File: src/ipv6p_pkg.sv
package ipv6p_pkg;

  localparam int unsigned NumGroups = 8;
  localparam int unsigned GroupW    = 16;
  localparam int unsigned CurW      = 17;
  localparam int unsigned CountW    = 4;
  localparam int unsigned AccW      = CurW + 4;

  localparam logic [CurW-1:0]   GroupLimit = 17'h10000;
  localparam logic [CountW-1:0] CountMax   = 4'd15;

  typedef enum logic [1:0] {
    KindStart = 2'd0,
    KindDigit = 2'd1,
    KindColon = 2'd2,
    KindLead  = 2'd3
  } kind_e;

  typedef enum logic [2:0] {
    ErrNone       = 3'd0,
    ErrBadChar    = 3'd1,
    ErrGroupBig   = 3'd2,
    ErrCount      = 3'd3,
    ErrDoubleComp = 3'd4,
    ErrEdgeColon  = 3'd5
  } err_e;

  typedef struct packed {
    logic       is_hex;
    logic       is_colon;
    logic [3:0] digit;
  } char_t;

  // Everything the packing step needs once the final character is in.
  typedef struct packed {
    logic [NumGroups-1:0][GroupW-1:0] head;
    logic [NumGroups-1:0][GroupW-1:0] tail;
    logic [CountW-1:0]                split;
    logic [CountW-1:0]                total;
    logic                             compress;
    err_e                             code;
  } fin_t;

  typedef struct packed {
    logic [2*64-1:0] addr;
    logic            ok;
    err_e            code;
  } res_t;

  // Lower rank wins when two errors are found in the same text.
  function automatic logic [2:0] err_rank(err_e code);
    logic [2:0] r;
    case (code)
      ErrBadChar:    r = 3'd0;
      ErrCount:      r = 3'd1;
      ErrDoubleComp: r = 3'd2;
      ErrEdgeColon:  r = 3'd3;
      ErrGroupBig:   r = 3'd4;
      default:       r = 3'd5;
    endcase
    return r;
  endfunction

  function automatic err_e err_merge(err_e held, err_e found);
    return (err_rank(found) < err_rank(held)) ? found : held;
  endfunction

endpackage

File: src/ipv6p_char_class.sv
module ipv6p_char_class (
  input  logic [7:0]            ch_i,
  output ipv6p_pkg::char_t      cls_o
);
  import ipv6p_pkg::*;

  always_comb begin
    cls_o          = '0;
    cls_o.is_colon = (ch_i == 8'h3A);
    if (ch_i inside {[8'h30:8'h39]}) begin
      cls_o.is_hex = 1'b1;
      cls_o.digit  = ch_i[3:0];
    end else if (ch_i inside {[8'h61:8'h66], [8'h41:8'h46]}) begin
      // Letters a to f in either case: low three bits run 1 to 6.
      cls_o.is_hex = 1'b1;
      cls_o.digit  = 4'(ch_i[2:0] + 3'd1) + 4'd8;
    end
  end

endmodule

File: src/ipv6p_scan.sv
module ipv6p_scan (
  input  logic             clk_i,
  input  logic             rst_ni,
  input  logic             accept_i,
  input  logic             last_i,
  input  ipv6p_pkg::char_t cls_i,
  output ipv6p_pkg::fin_t  fin_o
);
  import ipv6p_pkg::*;

  logic [NumGroups-1:0][GroupW-1:0] head_q, head_d;
  logic [NumGroups-1:0][GroupW-1:0] tail_q, tail_d;
  logic [CurW-1:0]   cur_q, cur_d, cur_upd, close_val;
  logic [AccW-1:0]   cur_acc;
  logic [CountW-1:0] before_q, before_d;
  logic [CountW-1:0] total_q, total_d;
  logic [CountW-1:0] colon_q, colon_d;
  logic              compress_q, compress_d;
  logic              lead_q, lead_d;
  kind_e             kind_q, kind_d;
  err_e              err_q, err_d, code;
  logic              close;

  assign cur_acc = {cur_q, 4'b0000} + AccW'(cls_i.digit);
  assign cur_upd = (cur_acc > AccW'(GroupLimit)) ? GroupLimit : cur_acc[CurW-1:0];

  always_comb begin
    cur_d      = cur_q;
    before_d   = before_q;
    total_d    = total_q;
    colon_d    = colon_q;
    compress_d = compress_q;
    lead_d     = lead_q;
    kind_d     = kind_q;
    err_d      = err_q;
    close      = 1'b0;
    close_val  = cur_q;

    if (cls_i.is_hex) begin
      if (kind_q == KindLead) begin
        err_d = err_merge(err_d, ErrEdgeColon);
      end
      cur_d  = cur_upd;
      kind_d = KindDigit;
    end else if (cls_i.is_colon) begin
      if (colon_q != CountMax) begin
        colon_d = colon_q + 4'd1;
      end
      if (kind_q == KindDigit) begin
        close = 1'b1;
      end
      if (kind_q == KindColon || kind_q == KindLead) begin
        if (compress_q) begin
          err_d = err_merge(err_d, ErrDoubleComp);
        end else begin
          compress_d = 1'b1;
          before_d   = total_q;
        end
        kind_d = KindColon;
      end else if (kind_q == KindStart) begin
        lead_d = 1'b1;
        kind_d = KindLead;
      end else begin
        kind_d = KindColon;
      end
    end else begin
      err_d = err_merge(err_d, ErrBadChar);
    end

    if (last_i && kind_d == KindDigit) begin
      close     = 1'b1;
      close_val = cur_d;
    end

    if (close) begin
      if (close_val[CurW-1]) begin
        err_d = err_merge(err_d, ErrGroupBig);
      end
      if (total_q != CountMax) begin
        total_d = total_q + 4'd1;
      end
      cur_d = '0;
    end
  end

  // Groups before the compressed run sit at their own index; groups after it
  // enter a shift line from the top so that they end up right-aligned.
  always_comb begin
    head_d = head_q;
    tail_d = tail_q;
    if (close && !compress_q && !total_q[CountW-1]) begin
      head_d[total_q[2:0]] = close_val[GroupW-1:0];
    end
    if (close && compress_q) begin
      for (int i = 0; i < NumGroups - 1; i++) begin
        tail_d[i] = tail_q[i+1];
      end
      tail_d[NumGroups-1] = close_val[GroupW-1:0];
    end
  end

  always_comb begin
    code = err_d;
    if (cls_i.is_colon && kind_q != KindColon && kind_q != KindLead) begin
      code = err_merge(code, ErrEdgeColon);
    end
    if (colon_d < 4'd2 || colon_d > 4'd8 ||
        (colon_d == 4'd8 && !lead_d && !cls_i.is_colon)) begin
      code = err_merge(code, ErrCount);
    end
    if (code == ErrNone) begin
      if (compress_d ? (total_d > 4'd7) : (total_d != 4'd8)) begin
        code = ErrCount;
      end
    end
    fin_o.head     = head_d;
    fin_o.tail     = tail_d;
    fin_o.split    = before_d;
    fin_o.total    = total_d;
    fin_o.compress = compress_d;
    fin_o.code     = code;
  end

  always_ff @(posedge clk_i) begin
    if (accept_i) begin
      head_q <= head_d;
      tail_q <= tail_d;
    end
  end

  always_ff @(posedge clk_i or negedge rst_ni) begin
    if (!rst_ni) begin
      cur_q      <= '0;
      before_q   <= '0;
      total_q    <= '0;
      colon_q    <= '0;
      compress_q <= 1'b0;
      lead_q     <= 1'b0;
      kind_q     <= KindStart;
      err_q      <= ErrNone;
    end else if (accept_i) begin
      if (last_i) begin
        cur_q      <= '0;
        before_q   <= '0;
        total_q    <= '0;
        colon_q    <= '0;
        compress_q <= 1'b0;
        lead_q     <= 1'b0;
        kind_q     <= KindStart;
        err_q      <= ErrNone;
      end else begin
        cur_q      <= cur_d;
        before_q   <= before_d;
        total_q    <= total_d;
        colon_q    <= colon_d;
        compress_q <= compress_d;
        lead_q     <= lead_d;
        kind_q     <= kind_d;
        err_q      <= err_d;
      end
    end
  end

endmodule

File: src/ipv6p_pack.sv
module ipv6p_pack (
  input  ipv6p_pkg::fin_t fin_i,
  output ipv6p_pkg::res_t res_o
);
  import ipv6p_pkg::*;

  logic [NumGroups-1:0][GroupW-1:0] grp;

  always_comb begin
    for (int i = 0; i < NumGroups; i++) begin
      grp[i] = '0;
      if (fin_i.code == ErrNone) begin
        if (!fin_i.compress || CountW'(i) < fin_i.split) begin
          grp[i] = fin_i.head[i];
        end else if (5'(i) + {1'b0, fin_i.total} >=
                     5'(NumGroups) + {1'b0, fin_i.split}) begin
          grp[i] = fin_i.tail[i];
        end
      end
    end
  end

  always_comb begin
    for (int i = 0; i < NumGroups; i++) begin
      res_o.addr[(NumGroups-1-i)*GroupW +: GroupW] = grp[i];
    end
    res_o.ok   = (fin_i.code == ErrNone);
    res_o.code = fin_i.code;
  end

endmodule

File: src/ipv6_text_to_binary_parser.sv
// IPv6 text parser: the address text enters one character per beat on the
// input channel, with last_i marking its final character, and leaves as one
// result beat carrying the 128-bit address (group 0 in the top bits of
// addr_high_o), ok_o and err_code_o. A character is taken in every cycle
// unless the input stalls as told below; the result appears in the output
// register on the cycle after the final character is accepted, and texts
// may follow each other without a gap. The only thing that slows the input
// is the output register: while a result waits there and out_ready_i is low,
// in_ready_o is low as well. On an error the address is all zeros and ok_o
// is low. After each final character the parser clears itself for the next
// text, so no flush is needed between texts.
module ipv6_text_to_binary_parser (
  input  logic        clk_i,
  input  logic        rst_ni,
  input  logic        in_valid_i,
  output logic        in_ready_o,
  input  logic [7:0]  ch_i,
  input  logic        last_i,
  output logic        out_valid_o,
  input  logic        out_ready_i,
  output logic [63:0] addr_high_o,
  output logic [63:0] addr_low_o,
  output logic        ok_o,
  output logic [2:0]  err_code_o
);
  import ipv6p_pkg::*;

  char_t cls;
  fin_t  fin;
  res_t  res;
  logic  accept;

  logic              out_valid_q, out_valid_d;
  logic [2*64-1:0]   addr_q;
  logic              ok_q;
  err_e              code_q;

  // The input side only stalls when the result register is full and the
  // downstream side is not taking it this cycle.
  assign in_ready_o = !out_valid_q || out_ready_i;
  assign accept     = in_valid_i && in_ready_o;

  // Character decode: hex digit value or colon.
  ipv6p_char_class u_char_class (
    .ch_i  (ch_i),
    .cls_o (cls)
  );

  // Per-character state: group being built, stored groups, colon and
  // compression bookkeeping, and the best-ranked error so far.
  ipv6p_scan u_scan (
    .clk_i    (clk_i),
    .rst_ni   (rst_ni),
    .accept_i (accept),
    .last_i   (last_i),
    .cls_i    (cls),
    .fin_o    (fin)
  );

  // Places the stored groups around the zero run and applies the status.
  ipv6p_pack u_pack (
    .fin_i (fin),
    .res_o (res)
  );

  assign out_valid_d = (accept && last_i) ? 1'b1 :
                       (out_ready_i ? 1'b0 : out_valid_q);

  always_ff @(posedge clk_i or negedge rst_ni) begin
    if (!rst_ni) begin
      out_valid_q <= 1'b0;
    end else begin
      out_valid_q <= out_valid_d;
    end
  end

  // The result payload is loaded only with the final character of a text.
  always_ff @(posedge clk_i) begin
    if (accept && last_i) begin
      addr_q <= res.addr;
      ok_q   <= res.ok;
      code_q <= res.code;
    end
  end

  assign out_valid_o = out_valid_q;
  assign addr_high_o = addr_q[127:64];
  assign addr_low_o  = addr_q[63:0];
  assign ok_o        = ok_q;
  assign err_code_o  = code_q;

endmodule

File: config.mk
export PLATFORM = sky130hd
export DESIGN_NAME = ipv6_text_to_binary_parser
export DESIGN_NICKNAME = d
export VERILOG_FILES = /design/src/ipv6p_pkg.sv /design/src/ipv6p_char_class.sv /design/src/ipv6p_scan.sv /design/src/ipv6p_pack.sv /design/src/ipv6_text_to_binary_parser.sv
export SDC_FILE = /design/constraint.sdc
export NUM_CORES = 1
export LEC_CHECK = 0
export BUFFER_PORTS_ARGS = -buffer_cell sky130_fd_sc_hd__buf_4
export CAP_MARGIN = 20
export CORE_MARGIN = 3
export CORE_UTILIZATION = 60
export DETAILED_ROUTE_END_ITERATION = 12
export MAX_ROUTING_LAYER = met4
export PLACE_DENSITY = 0.85
export SYNTH_ARGS = -nofsm -noshare
export SYNTH_HDL_FRONTEND = slang
export SYNTH_HIERARCHICAL = 1
export SYNTH_SLANG_ARGS = --single-unit
export TNS_END_PERCENT = 1
File: constraint.sdc
create_clock -name clk_i -period 5.6 [get_ports clk_i]
set_clock_uncertainty 0.2 [all_clocks]
set_input_delay 1.4 -clock clk_i [delete_from_list [all_inputs] [get_ports clk_i]]
set_output_delay 1.4 -clock clk_i [all_outputs]
set_load 0.02 [all_outputs]
==> out/results.tsv, run 1 <==
metric	value	unit
p_leak	8.99	nW
rows	65	
cts.repair.resized	0	
antenna_left	0	
insertion_delay	0.54	ns
drcViolationCount	0	
final_max_slew_viol_count	0	
netlist_area	19800	sq um
via_per_inst	6.51	
worst_ep_arrival_time	5.53	ns
reg2reg_depth	11	
timing.fmax	188	MHz
cts_num_sinks	425	
gp_congestion	0.935	
crit_fanout	16	
setup_slack	0.273	ns
pwr_density_cell	303	nW/um^2
dr.first_iter.drc_count	1563	
nNetsFinal	1691	
grt_pass1_vias	13500	
num_vias	13700	
p_sw	1.59	mW
hold_path.class	reg2reg	
die_w	188	microns
grtUsageTotal	29.5	%
clkSlewWorstSetupHoldPaths	0.06	ns
synthArstFlopShare	8.71	%
fin_crit	5.33	ns
cts-hold-fix-buffers	0	
setup_viol	0	
syn_to_final_growth	16.8	%
worstMarginPinSlew	1.03	ns
ir_drop	0.201	mV
firstDrtPassIters	6	
grt_pass1_wl	79000	microns
worst-endpoint-required	5.80	ns
dp_slack	-0.165	ns
power_frac_seq	53.8	%
cts_buffer_depth	3	
ctsHtreeMaxLevel	2	
post-cts-setup-buffer-count	0	
final_common_cell	edfxtp_1	
synth_cells	1442	
hold_viol_final	0	
status	finished clean	
routedWlPerCell	24.5	microns
ys_warn_count	6	
antenna_found_initial	1	
rsz0062_at_grt	no	
synth.avg_cell_area	13.7	sq um
final_cell_mix	388 x edfxtp_1, 224 x buf_4, 120 x nand2_1, 118 x mux2_2, 102 x a22o_1	
crit_type	in2reg	
ios	147	
synth_edf_count	388	
core_area	32000	sq um
numCtsBuffers	43	
combPwrFrac	7.3	%
post-dp-hpwl	32800	microns
initial_core_util	61.7	%
final.setup.tns	0	ns
cts_tree	built	
io_buffers	146	
root_buffer	clkbuf_16	
ys_ff_latch	425	
drive_gt1_share	27.1	%
fp.dieH	188	microns
worstHoldPathCells	1	
grt_overflow	0	
fp.dieArea	35200	sq um
endpoint_kind	flop	
synth.yosys.seq_area_share	63.6	%
ys_types	79	
power_frac_clock	38.9	%
p_sw_share	22.7	%
synth_nets	1500	
grt_max_degree	144	
synthFlopType	edfxtp_1	
cp-start-kind	input pin	
finalCritPeriodShare	95.1	%
max-cap-violations	0	
wl	51400	microns
slew_headroom	31.3	%
p_int	5.41	mW
power groups by stage:
stage | clock [mW] | sequential [mW] | combinational (mW)
final | 2.72 | 3.77 | 0.509
after CTS | 2.75 | 3.76 | 0.509
after floorplan | 0 | 3.83 | 0.291
after global placement | 0 | 3.82 | 0.479
after global routing | 2.87 | 3.78 | 0.560
after detailed placement | 0 | 3.83 | 0.504
routing by layer:
metal,wire (microns),global-route usage (%)
met1,19900,39.4
met4,1910,10.9
met3,4870,4.88
met5,0,-
met2,24700,46.3
logic make-up after synthesis:
| kind of cell | after synthesis | share of synthesized area (%) |
|---|---|---|
| xor+xnor | 9 | 0.399 |
| fa+ha+maj | 45 | 2.85 |
| mux | 121 | 6.87 |
| flops | 425 | 63.6 |
| buf+inv | 121 | 3.09 |
| simple gates | 299 | 7.33 |
| compound gates | 422 | 15.9 |
metrics by stage:
stage	area (sq um)	hold slack (ns)	power, mW	std cells	util (%)
floorplan	19800	0.269	4.12	1442	-
global placement	21800	0.286	4.30	2022	67.9
detailed placement	21800	0.301	4.33	2022	67.9
CTS	23100	0.318	7.02	2099	72.0
global route	23100	0.336	7.20	2101	72.1
finish	23100	0.325	7.00	2101	72.1
sequential cells by signal, indices dropped and copies added (netlist names), 2 cells and up:
name	count
addr_q	128
u_scan/head_q	128
u_scan/colon_q	4
u_scan/cur_q	17
u_scan/total_q	4
u_scan/kind_q	2
err_code_o	3
u_scan/before_q	4
u_scan/tail_q	128
u_scan/err_q	3
cell type report:
| type | instances | area, sq um |
|---|---|---|
| Sequential cell | 425 | 12600 |
| Fill cell | 2064 | 8940 |
| Multi-Input combinational cell | 896 | 6600 |
| Timing Repair Buffer | 237 | 1950 |
| Clock buffer | 53 | 1110 |
| Tap cell | 435 | 544 |
| Clock inverter | 24 | 194 |
| Inverter | 30 | 125 |
| Antenna cell | 1 | 2.50 |
synthesized netlist by cell type (all sizes together), types with 8 or more instances:
master,n,area [sq um]
o21ai,105,529
a32o,23,230
a21oi,89,468
ha,45,563
inv,29,109
edfxtp,388,11700
nand2,122,465
clkbuf,40,150
a211oi,10,113
a22oi,17,265
nor2,86,335
mux2,118,1330
o211ai,8,60.1
o2bb2ai,18,164
a22o,102,893
nand2b,10,70.1
nor2b,10,77.6
buf,51,335
dfrtp,37,926
nand4,20,125
path summary, 6_finish.rpt:
path | from | endpoint | slack [ns]
max | ch_i[4] | addr_q[68]$_DFFE_PP_ | 0.27
min | u_scan/before_q[3]$_DFFE_PN0P_ | u_scan/before_q[3]$_DFFE_PN0P_ | 0.32
max reg2reg | u_scan/cur_q[13]$_DFFE_PN0P_ | addr_q[68]$_DFFE_PP_ | 1.66
min reg2reg | u_scan/before_q[3]$_DFFE_PN0P_ | u_scan/before_q[3]$_DFFE_PN0P_ | 0.32
max in group asynchronous | rst_ni | u_scan/before_q[1]$_DFFE_PN0P_ | 4.22
min in group asynchronous | rst_ni | u_scan/err_q[2]$_DFFE_PN0P_ | 0.63
worst max-delay path, cell delays in order:
cell	delay, ns
buf_4	0.11
or4b_4	0.55
a311o_1	0.31
nand2b_1	0.13
buf_4	0.18
mux2i_1	0.35
o31a_1	0.27
o21a_1	0.14
a21oi_1	0.06
and4_1	0.21
a211o_1	0.31
or3_1	0.50
clkinv_8	0.11
o211ai_1	0.14
a21oi_4	0.49
a22o_1	0.26
(Power assumes the default switching activity.)
==> inputs of run 2 (changes only) <==
Settings changed: CORE_UTILIZATION 60 to 45, PLACE_DENSITY 0.85 to 0.68, SLEW_MARGIN set to 20.
==> run 2 against run 1 <==
Combinational power is 2% higher. Via count is 3.2% lower. Cell count is 8.4% higher. Flip-flop and latch count stayed put. Worst hold slack worse by 0.017 ns. Global-route usage is 6.9 points lower. Die area is 32% higher. Critical path depth is 2 higher. Wire length is 1.2% higher.
==> out/results.tsv, run 2 (same netlist as run 1, synthesis figures left out) <==
metric	value	unit
io_buffers	146	
path_cells	buf_4 > or4b_4 > a311o_1 > nand2b_1 > buf_4 > o221ai_1 > mux2i_1 > buf_4 > inv_1 > inv_1 > ha_1 > inv_1 > ha_1 > a21boi_0 > buf_4 > o211ai_1 > a21oi_4 > a22o_1	
cts_tree	built	
crit_fanout	16	
post-cts-setup-buffer-count	0	
pwr_density_cell	300	nW/um^2
gp_congestion	0.922	
antennaDiodeCount	0	
r2r-start	u_scan/total_q[1]$_DFFE_PN0P_	
nNetsFinal	1719	
dr.first_iter.drc_count	1260	
worstMarginPinSlew	1.15	ns
finalCritPeriodShare	95.6	%
syn_to_final_growth	19.2	%
ctsHtreeMaxLevel	2	
setup_slack	0.245	ns
status	finished clean	
ios	147	
cp-start-kind	input pin	
grt_pass1_wl	78900	microns
critPathLaunch	ch_i[4]	
rr_endpoint	addr_q[7]$_DFFE_PP_	
cts-hold-fix-buffers	0	
grtUsageTotal	22.6	%
rows	76	
core_area	43300	sq um
post_dp_cell_area	22200	sq um
hold_viol_final	0	
gr-usage-met2	35.2	%
antenna_found_initial	0	
hold_path.class	reg2reg	
grt_max_degree	195	
crit_type	in2reg	
post-dp-hpwl	33700	microns
final_cell_mix	388 x edfxtp_1, 246 x buf_4, 120 x nand2_1, 118 x mux2_2, 102 x a22o_1	
antenna_left	0	
dp_slack	-0.324	ns
routedWlPerCell	22.8	microns
busiest_layer	met2	
cts.repair.resized	0	
endpoint_kind	flop	
rsz0062_at_grt	no	
clkSlewWorstSetupHoldPaths	0.06	ns
final.setup.tns	0	ns
firstDrtPassIters	5	
setup_viol	0	
p_leak	9.16	nW
via_per_inst	5.82	
fillers	3574	
insertion_delay	0.58	ns
slew_headroom	23.4	%
grt_overflow	0	
wl	52000	microns
die_w	216	microns
final_common_cell	edfxtp_1	
path_common_cell	buf_4	
rrSetupSlack	1.49	ns
timing.fmax	187	MHz
drive_gt1_share	28.6	%
initial_core_util	45.7	%
grt_util_met3	3.59	%
root_buffer	clkbuf_16	
worst-endpoint-required	5.84	ns
final_max_slew_viol_count	0	
numCtsBuffers	45	
hp-start	u_scan/before_q[0]$_DFFE_PN0P_	
drcViolationCount	0	
fp.dieH	216	microns
worstHoldPathCells	1	
reg2reg_depth	15	
fin_crit	5.36	ns
max-cap-violations	0	
cts_num_sinks	425	
crit_path_top_delay_cell	a21oi_4	
gr-usage-met1	31.5	%
num_vias	13300	
fin_area	23600	sq um
whs_endpoint	u_scan/before_q[0]$_DFFE_PN0P_	
cts_buffer_depth	3	
grt_pass1_vias	13000	
worst_ep_arrival_time	5.60	ns
ir_drop	0.224	mV
fp.dieArea	46500	sq um
slowest_delay	0.54	ns
reg.largest.list	addr_q (128), u_scan/head_q (128), u_scan/tail_q (128)	
## run 2: cell types whose count changed in the layout (fill, tap and decap cells not counted), sizes merged
| cell | delta |
|---|---|
| clkinv | -4 |
| buf | +26 |
| bufinv | -1 |
| clkbuf | +5 |
| diode | -1 |
| inv | +2 |
## run 2: critical path, delay by kind of cell
kind / cells / cell delay (ns)
compound gates: 6 / 1.88
fa+ha+maj: 2 / 0.55
buf+inv: 7 / 0.92
mux: 1 / 0.17
simple gates: 2 / 0.66
## run 2: power by group
part	total, mW	switching [mW]	leakage (nW)	internal [mW]
Sequential	3.76	0.0879	4.24	3.67
Combinational	0.519	0.321	4.26	0.198
Clock	2.80	1.22	0.659	1.58
Total	7.08	1.63	9.16	5.45
## run 2: how the worst max path moves through the flow
| stage | end | cells past startpoint |
|---|---|---|
| after floorplan | addr_q[37]$_DFFE_PP_ | 17 |
| after global placement | addr_q[10]$_DFFE_PP_ | 18 |
| after detailed placement | addr_q[41]$_DFFE_PP_ | 16 |
| after CTS | addr_q[7]$_DFFE_PP_ | 18 |
| after global routing | addr_q[38]$_DFFE_PP_ | 18 |
| final | addr_q[7]$_DFFE_PP_ | 18 |
## run 2: final cells by class
type	count	area, sq um	area share [%]
clock inverter	21	183	0.775
clock buffer	58	1170	4.98
sequential	425	12600	53.3
timing repair buffer	263	2190	9.28
multi-input combinational	896	6600	28.0
tap	585	732	3.10
inverter	30	125	0.531
## run 2: layer usage
layer	up-vias	part of all wire [%]
met3	69	6.9
met2	505	47
li1	6039	-
met5	-	0
met4	0	2.2
met1	6638	43
## run 2: through the flow
step	power [mW]	hold slack, ns	util [%]	cells
finish	7.08	0.308	54.5	2278
global route	7.34	0.330	54.5	2278
global placement	4.32	0.290	51.4	2199
floorplan	4.12	0.269	-	1442
CTS	7.15	0.311	54.5	2278
detailed placement	4.34	0.293	51.4	2199
==> inputs of run 3 (changes only) <==
Settings changed: PLACE_DENSITY 0.68 to 0.7.
==> run 3 against run 2 <==
Core utilization is 0.12 points higher. Flip-flop and latch count unchanged. Clock-buffer cell count unchanged. Cell count down 0.22%. Sequential share of layout area down 0.12 points. Worst setup slack improved by 0.13 ns. Fmax increased by 2.5%. Critical path type unchanged. Largest cell class unchanged. Highest routed layer unchanged.
==> out/results.tsv, run 3 (same netlist as run 1, synthesis figures left out) <==
metric	value	unit
post_dp_cell_area	22200	sq um
grt_max_degree	179	
insertion_delay	0.58	ns
reg.largest.list	addr_q (128), u_scan/head_q (128), u_scan/tail_q (128)	
cts.repair.resized	0	
ios	147	
crit_fanout	14	
cp-start-kind	input pin	
combPwrFrac	7.2	%
final_common_cell	edfxtp_1	
post-cts-setup-buffer-count	0	
die_w	216	microns
p_sw	1.64	mW
ctsHtreeMaxLevel	2	
antennaDiodeCount	0	
crit_buf_inv	7	
p_sw_share	22.9	%
grt_pass1_vias	12700	
num_vias	13200	
post-dp-hpwl	33900	microns
initial_core_util	45.7	%
wl	52100	microns
endpoint_kind	flop	
reg2reg_depth	15	
p_leak	9.16	nW
slowest_delay	0.38	ns
rrSetupSlack	1.74	ns
finalCritPeriodShare	93.3	%
crit_type	in2reg	
whs_endpoint	u_scan/before_q[2]$_DFFE_PN0P_	
firstDrtPassIters	5	
final_cell_mix	388 x edfxtp_1, 235 x buf_4, 120 x nand2_1, 118 x mux2_2, 102 x a22o_1	
drcViolationCount	0	
rsz0062_at_grt	no	
antenna_found_initial	1	
final.setup.tns	0	ns
io_buffers	146	
fp.dieH	216	microns
seqCellArea	12600	sq um
power_frac_seq	52.3	%
timing.fmax	191	MHz
via_per_inst	5.83	
nNetsFinal	1711	
path_cells	buf_4 > inv_1 > ha_1 > nor3b_1 > a311o_1 > nand2b_1 > buf_4 > o221ai_1 > mux2i_1 > inv_1 > inv_1 > buf_4 > ha_1 > nand2_1 > xor2_1 > ha_1 > a211oi_1 > a21oi_4 > buf_12 > a22o_1	
fin_area	23600	sq um
max-cap-violations	0	
worst_ep_arrival_time	5.34	ns
cpLargestDelayFamily	compound AO/OA/AOI/OAI gates	
cts-hold-fix-buffers	0	
fin_crit	5.22	ns
final_max_slew_viol_count	0	
grt_pass1_wl	78300	microns
ir_drop	0.173	mV
setup_viol	0	
syn_to_final_growth	19.5	%
hp-start	u_scan/before_q[2]$_DFFE_PN0P_	
drive_gt1_share	28.3	%
cts_num_sinks	425	
grt_overflow	0	
crit_path_top_delay_cell	mux2i_1	
worst-endpoint-required	5.72	ns
grtUsageTotal	22.5	%
multi_input_area	6600	sq um
pwr_density_cell	304	nW/um^2
gp_congestion	0.896	
r2r-start	u_scan/total_q[1]$_DFFE_PN0P_	
p_int	5.54	mW
worstHoldPathCells	1	
status	finished clean	
rows	76	
power_frac_clock	40.5	%
worstMarginPinSlew	1.07	ns
fp.dieArea	46500	sq um
numCtsBuffers	45	
core_area	43300	sq um
critPathLaunch	ch_i[0]	
slew_headroom	29.0	%
rr_endpoint	addr_q[3]$_DFFE_PP_	
root_buffer	clkbuf_16	
hold_viol_final	0	
antenna_left	0	
dr.first_iter.drc_count	1340	
fillers	3547	
hold_path.class	reg2reg	
cts_tree	built	
cts_buffer_depth	3	
routedWlPerCell	22.9	microns
clkSlewWorstSetupHoldPaths	0.06	ns
[run 3: layout make-up]
cell class / count / share of cell area, %
inverters: 30 / 0.529
repair buffers: 255 / 9.19
well taps: 585 / 3.10
multi-input cells: 896 / 27.9
clock buffers: 58 / 4.97
flip-flops and latches: 425 / 53.2
clock inverters: 24 / 1.05
[run 3: worst reg2reg max path: stages, from the launching register on]
cell      delay (ns)
dfrtp_1         0.51
ha_1            0.27
nand3_1         0.09
o221ai_1        0.15
mux2i_1         0.38
inv_1           0.15
inv_1           0.13
buf_4           0.14
ha_1            0.17
nand2_1         0.07
xor2_1          0.14
ha_1            0.30
a211oi_1        0.36
a21oi_4         0.12
buf_12          0.17
a22o_1          0.25
[run 3: power by group through the flow]
stage	registers, mW	clock network, mW	logic (mW)
6_report	3.76	2.91	0.517
5_1_grt	3.77	3.09	0.570
4_1_cts	3.76	2.96	0.514
3_5_place_dp	3.83	0	0.511
3_3_place_gp	3.82	0	0.495
2_1_floorplan	3.83	0	0.291
[run 3: worst max-delay path by stage]
| stage | end | slack, ns | cells past startpoint |
|---|---|---|---|
| final | addr_q[3]$_DFFE_PP_ | 0.38 | 20 |
| after global routing | addr_q[3]$_DFFE_PP_ | 0.02 | 21 |
| after CTS | addr_q[3]$_DFFE_PP_ | 0.40 | 21 |
| after detailed placement | addr_q[3]$_DFFE_PP_ | -0.18 | 21 |
| after global placement | addr_q[29]$_DFFE_PP_ | -0.11 | 17 |
| after floorplan | addr_q[37]$_DFFE_PP_ | 0.04 | 17 |
[run 3: per-layer routing]
| metal | up-vias | GRT usage [%] | wire, microns |
|---|---|---|---|
| met5 | - | - | 0 |
| met2 | 522 | 35.7 | 25200 |
| li1 | 6032 | - | - |
| met4 | 0 | 4.38 | 751 |
| met3 | 58 | 3.53 | 3540 |
| met1 | 6635 | 31.2 | 22600 |
[run 3: stage by stage]
stage          hold WS [ns]  power [mW]  std cells  worst slack (ns)  util (%)
2_1_floorplan         0.269        4.12       1442            0.0439         -
3_3_place_gp          0.285        4.32       2190            -0.113      51.3
3_5_place_dp          0.292        4.34       2190            -0.178      51.3
4_1_cts               0.307        7.24       2272             0.402      54.6
5_1_grt               0.320        7.43       2273            0.0183      54.6
6_report              0.309        7.19       2273             0.376      54.6
